--- src/lts_pkg.sv ---
// shared types and constants for the line tracking state machine
package lts_pkg;

    localparam int unsigned LEVEL_W  = 8;
    localparam int unsigned COUNT_W  = 16;
    localparam int unsigned BUDGET_W = 24;
    localparam int unsigned ADDR_W   = 4;
    localparam int unsigned DATA_W   = 32;

    localparam logic [BUDGET_W-1:0] IPL_RESET       = 24'd100;
    localparam logic [LEVEL_W-1:0]  MAX_LEVEL_RESET = 8'd5;
    localparam logic [COUNT_W-1:0]  MIN_ENTRY_RESET = 16'd10;
    localparam logic [COUNT_W-1:0]  COUNT_MAX       = 16'hFFFF;

    // register indexes (word address)
    localparam logic [1:0] REG_IPL       = 2'd0;
    localparam logic [1:0] REG_MAX_LEVEL = 2'd1;
    localparam logic [1:0] REG_MIN_ENTRY = 2'd2;

    // commands
    localparam logic CMD_STEP  = 1'b0;
    localparam logic CMD_SETUP = 1'b1;

    // sensor codes
    localparam logic [1:0] CODE_MID   = 2'd0;
    localparam logic [1:0] CODE_RIGHT = 2'd1;
    localparam logic [1:0] CODE_LEFT  = 2'd2;
    localparam logic [1:0] CODE_NONE  = 2'd3;

    // on-line positions
    localparam logic [1:0] POS_LEFT  = 2'd0;
    localparam logic [1:0] POS_MID_L = 2'd1;
    localparam logic [1:0] POS_MID_R = 2'd2;
    localparam logic [1:0] POS_RIGHT = 2'd3;

    // single-bit sides
    localparam logic SIDE_LEFT  = 1'b0;
    localparam logic SIDE_RIGHT = 1'b1;

    // good entry side, with unknown
    localparam logic [1:0] GOOD_LEFT    = 2'd0;
    localparam logic [1:0] GOOD_RIGHT   = 2'd1;
    localparam logic [1:0] GOOD_UNKNOWN = 2'd2;

    typedef enum logic [2:0] {
        MODE_ON   = 3'd0,
        MODE_OFF  = 3'd1,
        MODE_GOOD = 3'd2,
        MODE_BAD  = 3'd3,
        MODE_OVER = 3'd4
    } t_mode;

    typedef struct packed {
        t_mode              mode;
        logic [1:0]         on_pos;
        logic               off_side;
        logic [1:0]         good_side;
        logic               bad_side;
        logic               over_side;
        logic [LEVEL_W-1:0] level;
        logic [COUNT_W-1:0] stable;
        logic [COUNT_W-1:0] entry;
    } t_state;

    // settings the step logic needs
    typedef struct packed {
        logic [LEVEL_W-1:0]  max_level;
        logic [COUNT_W-1:0]  min_entry;
        logic [BUDGET_W-1:0] budget;
    } t_step_cfg;

    // how the speed-up level moves on a processed sample
    typedef struct packed {
        logic inc;
        logic clr;
    } t_lvl_upd;

endpackage

--- src/line_tracking_state_machine.sv ---
// top level of the line tracking state machine
//
// Takes one 2-bit line sensor sample per transaction and returns one result
// transaction per sample: the tracking mode, every sub-position register, the
// speed-up level and the stability count after that sample. Throughput is one
// sample per clock while the result channel does not stall; a sample goes
// through one input register, then the state registers, which double as the
// result register. The next-state logic is a single shallow pass; the
// speed-up budget (iterations_per_level times level plus one) is kept as a
// running register, so no multiply sits in the sample path. A new sample is
// still taken into the input register while a finished result waits, as
// long as the input register is empty. The three configuration registers sit
// at byte addresses 0, 4 and 8 and should only be written while no sample is
// in flight.
module line_tracking_state_machine
    import lts_pkg::*;
(
    input  logic                i_clk,
    input  logic                i_rst_n,
    // sample channel
    input  logic                i_in_valid,
    output logic                o_in_ready,
    input  logic                i_cmd,
    input  logic [1:0]          i_line_code,
    // result channel
    output logic                o_out_valid,
    input  logic                i_out_ready,
    output logic [2:0]          o_mode,
    output logic [1:0]          o_on_line_pos,
    output logic                o_off_line_side,
    output logic [1:0]          o_good_entry_side,
    output logic                o_bad_entry_side,
    output logic                o_over_entry_side,
    output logic [LEVEL_W-1:0]  o_speed_level,
    output logic [COUNT_W-1:0]  o_stable_count,
    // configuration port
    input  logic                psel,
    input  logic                penable,
    input  logic                pwrite,
    input  logic [ADDR_W-1:0]   paddr,
    input  logic [DATA_W-1:0]   pwdata,
    output logic [DATA_W-1:0]   prdata,
    output logic                pready
);

    // input register
    logic       r_in_valid;
    logic       r_in_cmd;
    logic [1:0] r_in_code;

    // tracking state, also the result register
    t_state     r_state;
    t_state     w_next;
    logic       r_out_valid;

    t_step_cfg  w_cfg;
    t_lvl_upd   w_upd_raw;
    t_lvl_upd   w_upd;
    logic       w_adv;   // result slot free or being emptied
    logic       w_fire;  // sample in the input register is processed

    assign w_adv      = !r_out_valid || i_out_ready;
    assign w_fire     = r_in_valid && w_adv;
    assign o_in_ready = !r_in_valid || w_adv;

    // level moves only count when the sample really commits
    assign w_upd.inc = w_upd_raw.inc && w_fire;
    assign w_upd.clr = w_upd_raw.clr && w_fire;

    lts_cfg_regs u_cfg (
        .i_clk   (i_clk),
        .i_rst_n (i_rst_n),
        .psel    (psel),
        .penable (penable),
        .pwrite  (pwrite),
        .paddr   (paddr),
        .pwdata  (pwdata),
        .prdata  (prdata),
        .pready  (pready),
        .i_level (r_state.level),
        .i_upd   (w_upd),
        .o_cfg   (w_cfg)
    );

    lts_step u_step (
        .i_cmd   (r_in_cmd),
        .i_code  (r_in_code),
        .i_state (r_state),
        .i_cfg   (w_cfg),
        .o_state (w_next),
        .o_upd   (w_upd_raw)
    );

    // input stage
    always_ff @(posedge i_clk) begin
        if (!i_rst_n) begin
            r_in_valid <= 1'b0;
        end else if (o_in_ready) begin
            r_in_valid <= i_in_valid;
        end
    end

    always_ff @(posedge i_clk) begin
        if (i_in_valid && o_in_ready) begin
            r_in_cmd  <= i_cmd;
            r_in_code <= i_line_code;
        end
    end

    // state and result stage
    always_ff @(posedge i_clk) begin
        if (!i_rst_n) begin
            r_state.mode      <= MODE_OFF;
            r_state.on_pos    <= POS_LEFT;
            r_state.off_side  <= SIDE_RIGHT;
            r_state.good_side <= GOOD_LEFT;
            r_state.bad_side  <= SIDE_LEFT;
            r_state.over_side <= SIDE_LEFT;
            r_state.level     <= '0;
            r_state.stable    <= '0;
            r_state.entry     <= '0;
            r_out_valid       <= 1'b0;
        end else if (w_fire) begin
            r_state     <= w_next;
            r_out_valid <= 1'b1;
        end else if (i_out_ready) begin
            r_out_valid <= 1'b0;
        end
    end

    assign o_out_valid       = r_out_valid;
    assign o_mode            = r_state.mode;
    assign o_on_line_pos     = r_state.on_pos;
    assign o_off_line_side   = r_state.off_side;
    assign o_good_entry_side = r_state.good_side;
    assign o_bad_entry_side  = r_state.bad_side;
    assign o_over_entry_side = r_state.over_side;
    assign o_speed_level     = r_state.level;
    assign o_stable_count    = r_state.stable;

    // a processed sample always leaves a result behind
    a_fire_gives_result: assert property (@(posedge i_clk) disable iff (!i_rst_n)
        w_fire |=> r_out_valid)
        else $error("processed sample produced no result");

    // state only moves when a sample is processed
    a_state_holds: assert property (@(posedge i_clk) disable iff (!i_rst_n)
        !w_fire |=> $stable(r_state))
        else $error("tracking state changed without a sample");

    // set-up clears level and stability count
    a_setup_clears: assert property (@(posedge i_clk) disable iff (!i_rst_n)
        (w_fire && r_in_cmd == CMD_SETUP)
        |=> (r_state.level == '0 && r_state.stable == '0))
        else $error("set-up did not clear level and stable count");

    // unknown good entry is sticky under step commands
    a_unknown_sticky: assert property (@(posedge i_clk) disable iff (!i_rst_n)
        (w_fire && r_in_cmd == CMD_STEP && r_state.mode == MODE_GOOD
         && r_state.good_side == GOOD_UNKNOWN)
        |=> (r_state.mode == MODE_GOOD && r_state.good_side == GOOD_UNKNOWN))
        else $error("left unknown good entry without set-up");

endmodule

--- src/lts_cfg_regs.sv ---
// configuration registers and the running speed-up budget
module lts_cfg_regs
    import lts_pkg::*;
(
    input  logic                 i_clk,
    input  logic                 i_rst_n,
    input  logic                 psel,
    input  logic                 penable,
    input  logic                 pwrite,
    input  logic [ADDR_W-1:0]    paddr,
    input  logic [DATA_W-1:0]    pwdata,
    output logic [DATA_W-1:0]    prdata,
    output logic                 pready,
    input  logic [LEVEL_W-1:0]   i_level,
    input  t_lvl_upd             i_upd,
    output t_step_cfg            o_cfg
);

    logic [COUNT_W-1:0]  r_ipl;
    logic [LEVEL_W-1:0]  r_max_level;
    logic [COUNT_W-1:0]  r_min_entry;
    logic [BUDGET_W-1:0] r_budget;
    logic [BUDGET_W-1:0] n_budget;
    logic                w_wr;
    logic [1:0]          w_idx;
    logic [LEVEL_W:0]    w_lvl_p1;
    logic [COUNT_W+LEVEL_W:0] w_prod;

    assign pready   = 1'b1;
    assign w_wr     = psel && penable && pwrite;
    assign w_idx    = paddr[3:2];
    assign w_lvl_p1 = {1'b0, i_level} + {{LEVEL_W{1'b0}}, 1'b1};
    // budget = iterations_per_level * (level + 1), only on a write
    assign w_prod   = {{(LEVEL_W+1){1'b0}}, pwdata[COUNT_W-1:0]}
                    * {{COUNT_W{1'b0}}, w_lvl_p1};

    always_comb begin
        n_budget = r_budget;
        if (w_wr && w_idx == REG_IPL) begin
            n_budget = w_prod[BUDGET_W-1:0];
        end else if (i_upd.clr) begin
            n_budget = {{(BUDGET_W-COUNT_W){1'b0}}, r_ipl};
        end else if (i_upd.inc) begin
            n_budget = r_budget + {{(BUDGET_W-COUNT_W){1'b0}}, r_ipl};
        end
    end

    always_ff @(posedge i_clk) begin
        if (!i_rst_n) begin
            r_ipl       <= IPL_RESET[COUNT_W-1:0];
            r_max_level <= MAX_LEVEL_RESET;
            r_min_entry <= MIN_ENTRY_RESET;
            r_budget    <= IPL_RESET;
        end else begin
            r_budget <= n_budget;
            if (w_wr) begin
                unique case (w_idx)
                    REG_IPL:       r_ipl       <= pwdata[COUNT_W-1:0];
                    REG_MAX_LEVEL: r_max_level <= pwdata[LEVEL_W-1:0];
                    REG_MIN_ENTRY: r_min_entry <= pwdata[COUNT_W-1:0];
                    default: ;
                endcase
            end
        end
    end

    always_comb begin
        unique case (w_idx)
            REG_IPL:       prdata = {{(DATA_W-COUNT_W){1'b0}}, r_ipl};
            REG_MAX_LEVEL: prdata = {{(DATA_W-LEVEL_W){1'b0}}, r_max_level};
            REG_MIN_ENTRY: prdata = {{(DATA_W-COUNT_W){1'b0}}, r_min_entry};
            default:       prdata = '0;
        endcase
    end

    assign o_cfg.max_level = r_max_level;
    assign o_cfg.min_entry = r_min_entry;
    assign o_cfg.budget    = r_budget;

endmodule

--- src/lts_step.sv ---
// next-state logic for one sensor sample
module lts_step
    import lts_pkg::*;
(
    input  logic       i_cmd,
    input  logic [1:0] i_code,
    input  t_state     i_state,
    input  t_step_cfg  i_cfg,
    output t_state     o_state,
    output t_lvl_upd   o_upd
);

    t_state     n;
    t_lvl_upd   upd;
    logic [1:0] target;
    logic       same;
    logic       crossing;
    logic       g_left;
    logic [1:0] own;

    always_comb begin
        n        = i_state;
        upd      = '0;
        target   = POS_LEFT;
        same     = 1'b0;
        crossing = 1'b0;
        g_left   = (i_state.good_side == GOOD_LEFT);
        own      = g_left ? CODE_LEFT : CODE_RIGHT;

        if (i_cmd == CMD_SETUP) begin
            n.stable = '0;
            n.level  = '0;
            upd.clr  = 1'b1;
            case (i_code)
                CODE_MID: begin
                    n.mode = MODE_ON; n.on_pos = POS_MID_L;
                end
                CODE_RIGHT: begin
                    n.mode = MODE_ON; n.on_pos = POS_RIGHT;
                end
                CODE_LEFT: begin
                    n.mode = MODE_ON; n.on_pos = POS_LEFT;
                end
                default: begin
                    n.mode = MODE_OFF; n.off_side = SIDE_RIGHT;
                end
            endcase
        end else begin
            unique case (i_state.mode)
                MODE_ON: begin
                    if (i_code == CODE_NONE) begin
                        n.stable = '0;
                        case (i_state.on_pos)
                            POS_LEFT: begin
                                n.level = '0; upd.clr = 1'b1;
                                n.mode = MODE_OFF; n.off_side = SIDE_LEFT;
                            end
                            POS_RIGHT: begin
                                n.level = '0; upd.clr = 1'b1;
                                n.mode = MODE_OFF; n.off_side = SIDE_RIGHT;
                            end
                            POS_MID_L: begin
                                n.mode = MODE_BAD; n.bad_side = SIDE_LEFT;
                            end
                            default: begin
                                n.mode = MODE_BAD; n.bad_side = SIDE_RIGHT;
                            end
                        endcase
                    end else begin
                        case (i_code)
                            CODE_MID: begin
                                target   = (i_state.on_pos == POS_RIGHT
                                            || i_state.on_pos == POS_MID_R)
                                           ? POS_MID_R : POS_MID_L;
                                same     = (i_state.on_pos == POS_MID_L
                                            || i_state.on_pos == POS_MID_R);
                                crossing = (i_state.on_pos == POS_LEFT
                                            || i_state.on_pos == POS_RIGHT);
                            end
                            CODE_RIGHT: begin
                                target   = POS_RIGHT;
                                same     = (i_state.on_pos == POS_RIGHT);
                                crossing = (i_state.on_pos == POS_MID_R);
                            end
                            default: begin
                                target   = POS_LEFT;
                                same     = (i_state.on_pos == POS_LEFT);
                                crossing = (i_state.on_pos == POS_MID_L);
                            end
                        endcase
                        n.mode = MODE_ON;
                        if (same) begin
                            if (i_state.stable != COUNT_MAX) begin
                                n.stable = i_state.stable + {{(COUNT_W-1){1'b0}}, 1'b1};
                            end
                        end else if (crossing) begin
                            // speed-up on a middle crossing; a stable count at or above the budget clears the level
                            if ({{(BUDGET_W-COUNT_W){1'b0}}, i_state.stable}
                                < i_cfg.budget) begin
                                if (i_state.level < i_cfg.max_level) begin
                                    n.level = i_state.level + {{(LEVEL_W-1){1'b0}}, 1'b1};
                                    upd.inc = 1'b1;
                                end
                            end else begin
                                n.level = '0;
                                upd.clr = 1'b1;
                            end
                            n.stable = '0;
                            n.on_pos = target;
                        end else begin
                            n.stable = '0;
                            n.on_pos = target;
                        end
                    end
                end
                MODE_OFF: begin
                    if (i_code != CODE_NONE) begin
                        if ((i_state.off_side == SIDE_LEFT && i_code == CODE_LEFT)
                            || (i_state.off_side == SIDE_RIGHT && i_code == CODE_RIGHT)) begin
                            n.mode      = MODE_GOOD;
                            n.good_side = {1'b0, i_state.off_side};
                        end else begin
                            n.mode     = MODE_BAD;
                            n.bad_side = i_state.off_side;
                        end
                    end
                end
                MODE_GOOD: begin
                    // unknown side holds until a set-up
                    if (i_state.good_side == GOOD_LEFT
                        || i_state.good_side == GOOD_RIGHT) begin
                        if (i_code == CODE_MID) begin
                            if (i_state.entry < i_cfg.min_entry) begin
                                n.mode     = MODE_BAD;
                                n.bad_side = i_state.good_side[0];
                            end else begin
                                n.mode   = MODE_ON;
                                n.on_pos = g_left ? POS_MID_L : POS_MID_R;
                            end
                            n.entry = '0;
                        end else if (i_code == own) begin
                            if (i_state.entry != COUNT_MAX) begin
                                n.entry = i_state.entry + {{(COUNT_W-1){1'b0}}, 1'b1};
                            end
                        end else if (i_code == CODE_NONE) begin
                            n.entry    = '0;
                            n.mode     = MODE_OFF;
                            n.off_side = i_state.good_side[0];
                        end else begin
                            n.entry     = '0;
                            n.good_side = GOOD_UNKNOWN;
                        end
                    end
                end
                MODE_BAD: begin
                    if (i_code == CODE_NONE) begin
                        n.mode      = MODE_OVER;
                        n.over_side = i_state.bad_side;
                    end
                end
                MODE_OVER: begin
                    case (i_code)
                        CODE_MID: begin
                            n.mode   = MODE_ON;
                            n.on_pos = (i_state.over_side == SIDE_LEFT)
                                       ? POS_MID_R : POS_MID_L;
                        end
                        CODE_RIGHT: begin
                            n.mode = MODE_ON; n.on_pos = POS_RIGHT;
                        end
                        CODE_LEFT: begin
                            n.mode = MODE_ON; n.on_pos = POS_LEFT;
                        end
                        default: ;
                    endcase
                end
                default: ;
            endcase
        end
    end

    assign o_state = n;
    assign o_upd   = upd;

endmodule
--- config.mk ---
export PLATFORM = sky130hd
export DESIGN_NAME = line_tracking_state_machine
export DESIGN_NICKNAME = d
export VERILOG_FILES = /design/src/lts_pkg.sv /design/src/line_tracking_state_machine.sv /design/src/lts_cfg_regs.sv /design/src/lts_step.sv
export SDC_FILE = /design/constraint.sdc
export NUM_CORES = 1
export LEC_CHECK = 0
export BUFFER_PORTS_ARGS = -buffer_cell sky130_fd_sc_hd__buf_2
export CAP_MARGIN = 30
export CORE_AREA = 4 4 165 167
export DETAILED_ROUTE_END_ITERATION = 16
export DIE_AREA = 0 0 169 171
export GPL_ROUTABILITY_DRIVEN = 0
export PLACE_DENSITY_LB_ADDON = 0.05
export SLEW_MARGIN = 10
export SYNTH_ARGS = -nofsm -noshare
export SYNTH_HDL_FRONTEND = slang
export SYNTH_SLANG_ARGS = --single-unit
--- constraint.sdc ---
create_clock -name i_clk -period 8.4 [get_ports i_clk]
set_clock_uncertainty 0.2 [all_clocks]
set_input_delay 1.68 -clock i_clk [delete_from_list [all_inputs] [get_ports i_clk]]
set_output_delay 1.68 -clock i_clk [all_outputs]
set_load 0.02 [all_outputs]
Word-level counts from Yosys, hierarchy flattened

Cells that the tools add are included.

Magnitude comparators: 3
Bitwise gates (word level): 2
Shift operators: 0
Multiplexer cells: 80
Equality and inequality tests: 51
Divide/modulo/power cells: 0
Multiply operators: 1
Add/sub/neg operators: 5
Reductions and logical operators: 46

Operators with widths:

| operator                                              | number |
|---|---|
| 2-to-1 mux 24 bit                                     | 6 |
| 2-to-1 mux 16 bit                                     | 5 |
| case mux 16 bit (3 select lines)                      | 1 |
| 2-to-1 mux 8 bit                                      | 5 |
| adder 16 x 1 -> 16 bit, second input constant         | 2 |
| 2-to-1 mux 2 bit                                      | 16 |
| inequality test 16 bit, second input constant         | 2 |
| AND reduction 9 bit                                   | 3 |
| 2-to-1 mux 1 bit                                      | 25 |
| adder 24 x 16 -> 24 bit                               | 1 |
| less-than comparator 16 x 24 -> 1 bit                 | 1 |
| multiplier 16 x 9 -> 24 bit                           | 1 |
| 2-to-1 mux 3 bit                                      | 8 |
| inequality test 3 x 2 -> 1 bit, second input constant | 8 |
| inequality test 3 bit, second input constant          | 6 |
| less-than comparator 16 bit                           | 1 |
| case mux 3 bit (5 select lines)                       | 1 |
| case mux 5 bit (3 select lines)                       | 1 |
| inequality test 2 bit, second input constant          | 7 |
| inequality test 2 x 1 -> 1 bit, second input constant | 6 |
| inequality test 4 x 2 -> 1 bit, second input constant | 3 |
| case mux 2 bit (3 select lines)                       | 2 |
| nonzero test 3 bit                                    | 4 |
| equality test 2 bit, second input constant            | 5 |
| 34 further kinds                                      | 68 |

Memories: 0
ROM bits: 0
Input port bits: 46
Output and inout port bits: 69
Flip-flop bits (word level): 119
Bits in writable memories: 0
Bits in latches: 0

Logic depth before layout (Yosys ltp)

Word-level depth: 15
Depth in mapped cells: 24

Cells and area by module

From an unflattened synthesis, not the netlist that was laid out.

Cell total of the unflattened synthesis: 1812
Area, all modules: 13957.1 um2

By module, submodules not included:

| module                      | seq. area each (um2) | area an instance (um2) | times used | cells an instance |
|---|---|---|---|---|
| lts_cfg_regs                | 1281.2               | 8479.4                 | 1          | 1052 |
| lts_step                    | 0.0                  | 3010.4                 | 1          | 497 |
| line_tracking_state_machine | 1131.1               | 2467.4                 | 1          | 263 |

Least setup slack after synthesis

OpenSTA, ideal clock, no wires.

Path kind: input-to-reg
From: in pwdata[3]
To: reg u_cfg.r_budget[17]
Path slack: 2011 ps
Cell stages on the path: 16
Library setup time: 119 ps
Data required time: 8081 ps
Arrival time: 6070 ps
Path buffers: 1
Cells stage by stage: clkbuf_1 -> and2_1 -> fa_1 -> fa_1 -> fa_1 -> inv_1 -> fa_1 -> inv_1 -> ha_1 -> a211oi_1 -> a311oi_1 -> a2111oi_0 -> a21oi_1 -> xnor2_1 -> nor2_1 -> o221a_1

Longest elaborated chain between the ends: 2

Ends and longest elaborated chain:

| element                     | RTL line                          | source |
|---|---|---|
| start: declaration          | line_tracking_state_machine.sv:41 | `input logic [DATA_W-1:0] pwdata,` |
| multiplier 16 x 9 -> 24 bit | lts_cfg_regs.sv:35                | `* {{COUNT_W{1'b0}}, w_lvl_p1};` |
| 2-to-1 mux 24 bit           | lts_cfg_regs.sv:39                | `if (w_wr && w_idx == REG_IPL) begin` |
| end signal: assignment      | lts_cfg_regs.sv:55                | `r_budget <= n_budget;` |
| end: declaration            | lts_cfg_regs.sv:22                | `logic [BUDGET_W-1:0] r_budget;` |

Every way passes these cells.
A chain may end at the register's enable or synchronous reset.

Worst setup path in the final report

From: reg r_state (netlist bit o_speed_level[1])
To: reg u_cfg.r_budget[17]

Longest elaborated chain between the ends: 10
Elaborated cells between the ends (all ways): 13

Ends and longest elaborated chain:

| element                                                              | RTL line                           | source |
|---|---|---|
| start: declaration                                                   | line_tracking_state_machine.sv:52  | `t_state r_state;` |
| start signal: assignment                                             | line_tracking_state_machine.sv:124 | `r_state <= w_next;` |
| branches (longest 10 deep; another with multiplier 16 x 9 -> 24 bit) | --                                 |  |

Parallel ways; which one is timed is not known.

==> results_dict.tcl <==
set metrics [dict create \
    cp-start-kind "flip-flop" \
    htreeDepth 4 \
    cts_buffer_depth 2 \
    grt_first_pass_wirelength_mm 58.1 \
    die_area_um2 28900 \
    yosys_register_bits 119 \
    num_antenna_cells 0 \
    maxSlewViolCount 0 \
    coreArea_um2 25800 \
    pin_count 115 \
    placed_cells 1937 \
    route.detailed.drc 0 \
    tns_ns 0 \
    synth_edf_count 3 \
    synth_top_area_share 0.182 \
    nets 1873 \
    clockRootBuffer "clkbuf_16" \
    power_frac_seq 0.383 \
    synth_async_sr_flop_share 0 \
    max_freq_mhz 149 \
    ir_worst_vdd_mv 0.130 \
    cts.sinks 119 \
    powerDensity_nw_per_um2 112 \
    dp_hpwl_mm 27.2 \
    min_path_type "reg2reg" \
    portBuffers 79 \
    synth_seq_area_share 0.189 \
    period_share 0.802 \
    cts_tree "yes" \
    grt_pass1_vias 10900 \
    total_power_mw 1.54 \
    p_switching_mw 0.427 \
    slew_headroom 0.397 \
    synth_flop_cell "dfxtp_1" \
    p_leak_nw 6.28 \
    worstReg2RegStart "o_speed_level[1]$_SDFFE_PN0P_" \
    p_int_mw 1.11 \
    synth_cell_types 80 \
    syn2layout_area_growth_pct 7.46 \
    yosysWarnings 0 \
    fin_cells 1969 \
    cap_viol_max_count 0 \
    start_util 0.495 \
    rows 59 \
    first_pass_iters 5 \
    startpoint "o_speed_level[1]$_SDFFE_PN0P_" \
    worstSetupPathType "reg2reg" \
    fin_area_um2 13700 \
    die_h_um 171 \
    synth.largest_area_cell "dfxtp_1" \
    grt_overflow 0 \
    hold_buffers 0 \
    synth_commonest_cells "191 x nand2_1, 187 x inv_1, 120 x nor2_1, 116 x dfxtp_1, 107 x ha_1" \
    p_sw_frac 0.277 \
    antenna_found_initial 0 \
    synthCells 1614 \
    clkPwrFrac 0.484 \
    syn_avg_cell_area_um2 7.91 \
    crit_path_end_kind "flip-flop" \
    min_from "u_cfg.r_min_entry[9]$_SDFFE_PN0P_" \
    required_ns 8.51 \
    syn-cell-area_um2 12800 \
    grt_max_degree 56 \
    placed_area_um2 13100 \
    pwr-share-comb 0.133 \
    cts_made_buffers 17 \
    drive_gt1_frac 0.0900 \
    drt-wirelength-per-cell_um 18.0 \
    clk_latency_ns 0.43 \
    cp_max_fo 16 \
    worst_pin_slew_ns 0.904 \
    setup_violations 0 \
    postCtsSetupRepairBufs 0 \
    finalHoldViolCount 0 \
    cts_resized 0 \
    track_usage 0.252 \
    post-route-min-period_ns 6.73 \
    viasPerCell 5.56 \
    die_x_um 169 \
    worstPathArrival_ns 6.85 \
    synthMostInstantiatedCell "nand2_1" \
    ant_nets 0 \
    clk_pin_slew_ns 0.06 \
    first_iter_violations 817 \
    drt_wl_total_mm 35.5 \
    rsz0062_at_grt "no" \
    vias 10900 \
    outcome "finished clean" \
    synthTopCellsByArea "dfxtp_1 18%, fa_1 16%, ha_1 10%" \
]
cells in the final DEF, fill, tap and decap left out, drive strengths merged, types with 34 or more instances in the layout:
master | synthesis | routed
ha | 107 | 107
buf | 61 | 96
fa | 99 | 99
o21ai | 75 | 75
and2 | 73 | 73
nand2 | 191 | 191
dfxtp | 116 | 116
a21oi | 93 | 93
nor2 | 120 | 120
inv | 188 | 188
nand2b | 34 | 34
worst max-delay path: stages (launching register included):
cell	delay, ns
dfxtp_1	0.47
ha_1	0.29
nand3_1	0.13
or2_2	0.39
xnor2_1	0.17
buf_4	0.25
and2_1	0.17
fa_1	0.43
fa_1	0.53
fa_1	0.55
inv_1	0.05
fa_1	0.53
inv_1	0.05
ha_1	0.33
a211oi_1	0.49
a311oi_1	0.19
a2111oi_0	0.67
a21oi_1	0.17
xnor2_1	0.24
nor2_1	0.07
o221a_1	0.24
flip-flops by register name (all words and copies together) (netlist names), 2 cells and up:
name,flops
o_speed_level,8
u_cfg.r_budget,24
o_on_line_pos,2
u_cfg.r_min_entry,16
u_cfg.r_ipl,16
o_stable_count,16
u_cfg.r_max_level,8
r_in_code,2
o_mode,3
o_good_entry_side,2
r_state,16
cell type report:
type,instances,area [um2]
clock buffers,21,482
repair buffers,96,520
fillers,2565,12000
multi-input cells,1199,9050
inverters,188,706
flip-flops and latches,119,2410
well taps,335,419
clock inverters,11,121
through the flow:
stage | setup WS (ns) | hold WS, ns | utilization
final | 1.67 | 0.276 | 0.532
after global routing | 1.28 | 0.297 | 0.532
after CTS | 1.69 | 0.274 | 0.532
after detailed placement | 1.33 | 0.266 | 0.509
after global placement | 1.37 | 0.258 | 0.508
after floorplan | 2.01 | 0.244 | -
final timing paths:
kind / end / slack (ns) / cells after the start
max: u_cfg.r_budget[17]$_SDFFE_PN0P_ / 1.67 / 20
min: u_cfg.r_min_entry[9]$_SDFFE_PN0P_ / 0.28 / 2
max reg2reg: u_cfg.r_budget[17]$_SDFFE_PN0P_ / 1.67 / 20
min reg2reg: u_cfg.r_min_entry[9]$_SDFFE_PN0P_ / 0.28 / 2
metal layers:
layer  up-vias  global-route usage  routed length, um
met4         0              0.0847               1060
met3        51              0.0319               1770
met1      5247               0.339              15800
li1       5350                   -                  -
met2       297               0.422              16900
met5         -                   0                  0
power groups by stage:
stage,clock [mW],combinational [mW],sequential (mW)
floorplan,0,0.155,0.596
global placement,0,0.201,0.602
detailed placement,0,0.203,0.602
CTS,0.761,0.204,0.590
global route,0.786,0.228,0.592
finish,0.747,0.204,0.591
cells by family (layout without fill, tap and decap cells):
logic type	Yosys count	in the layout	share of synthesized area
AND/OR/NAND/NOR	567	567	0.217
AO/OA/AOI/OAI	315	315	0.158
buffers and inverters	311	316	0.107
adder cells (fa/ha/maj)	207	207	0.261
flip-flops	119	119	0.189
XOR/XNOR	60	60	0.0412
multiplexers	33	33	0.0262
other	2	17	0.000588
Power figures use the tool's default switching activity.
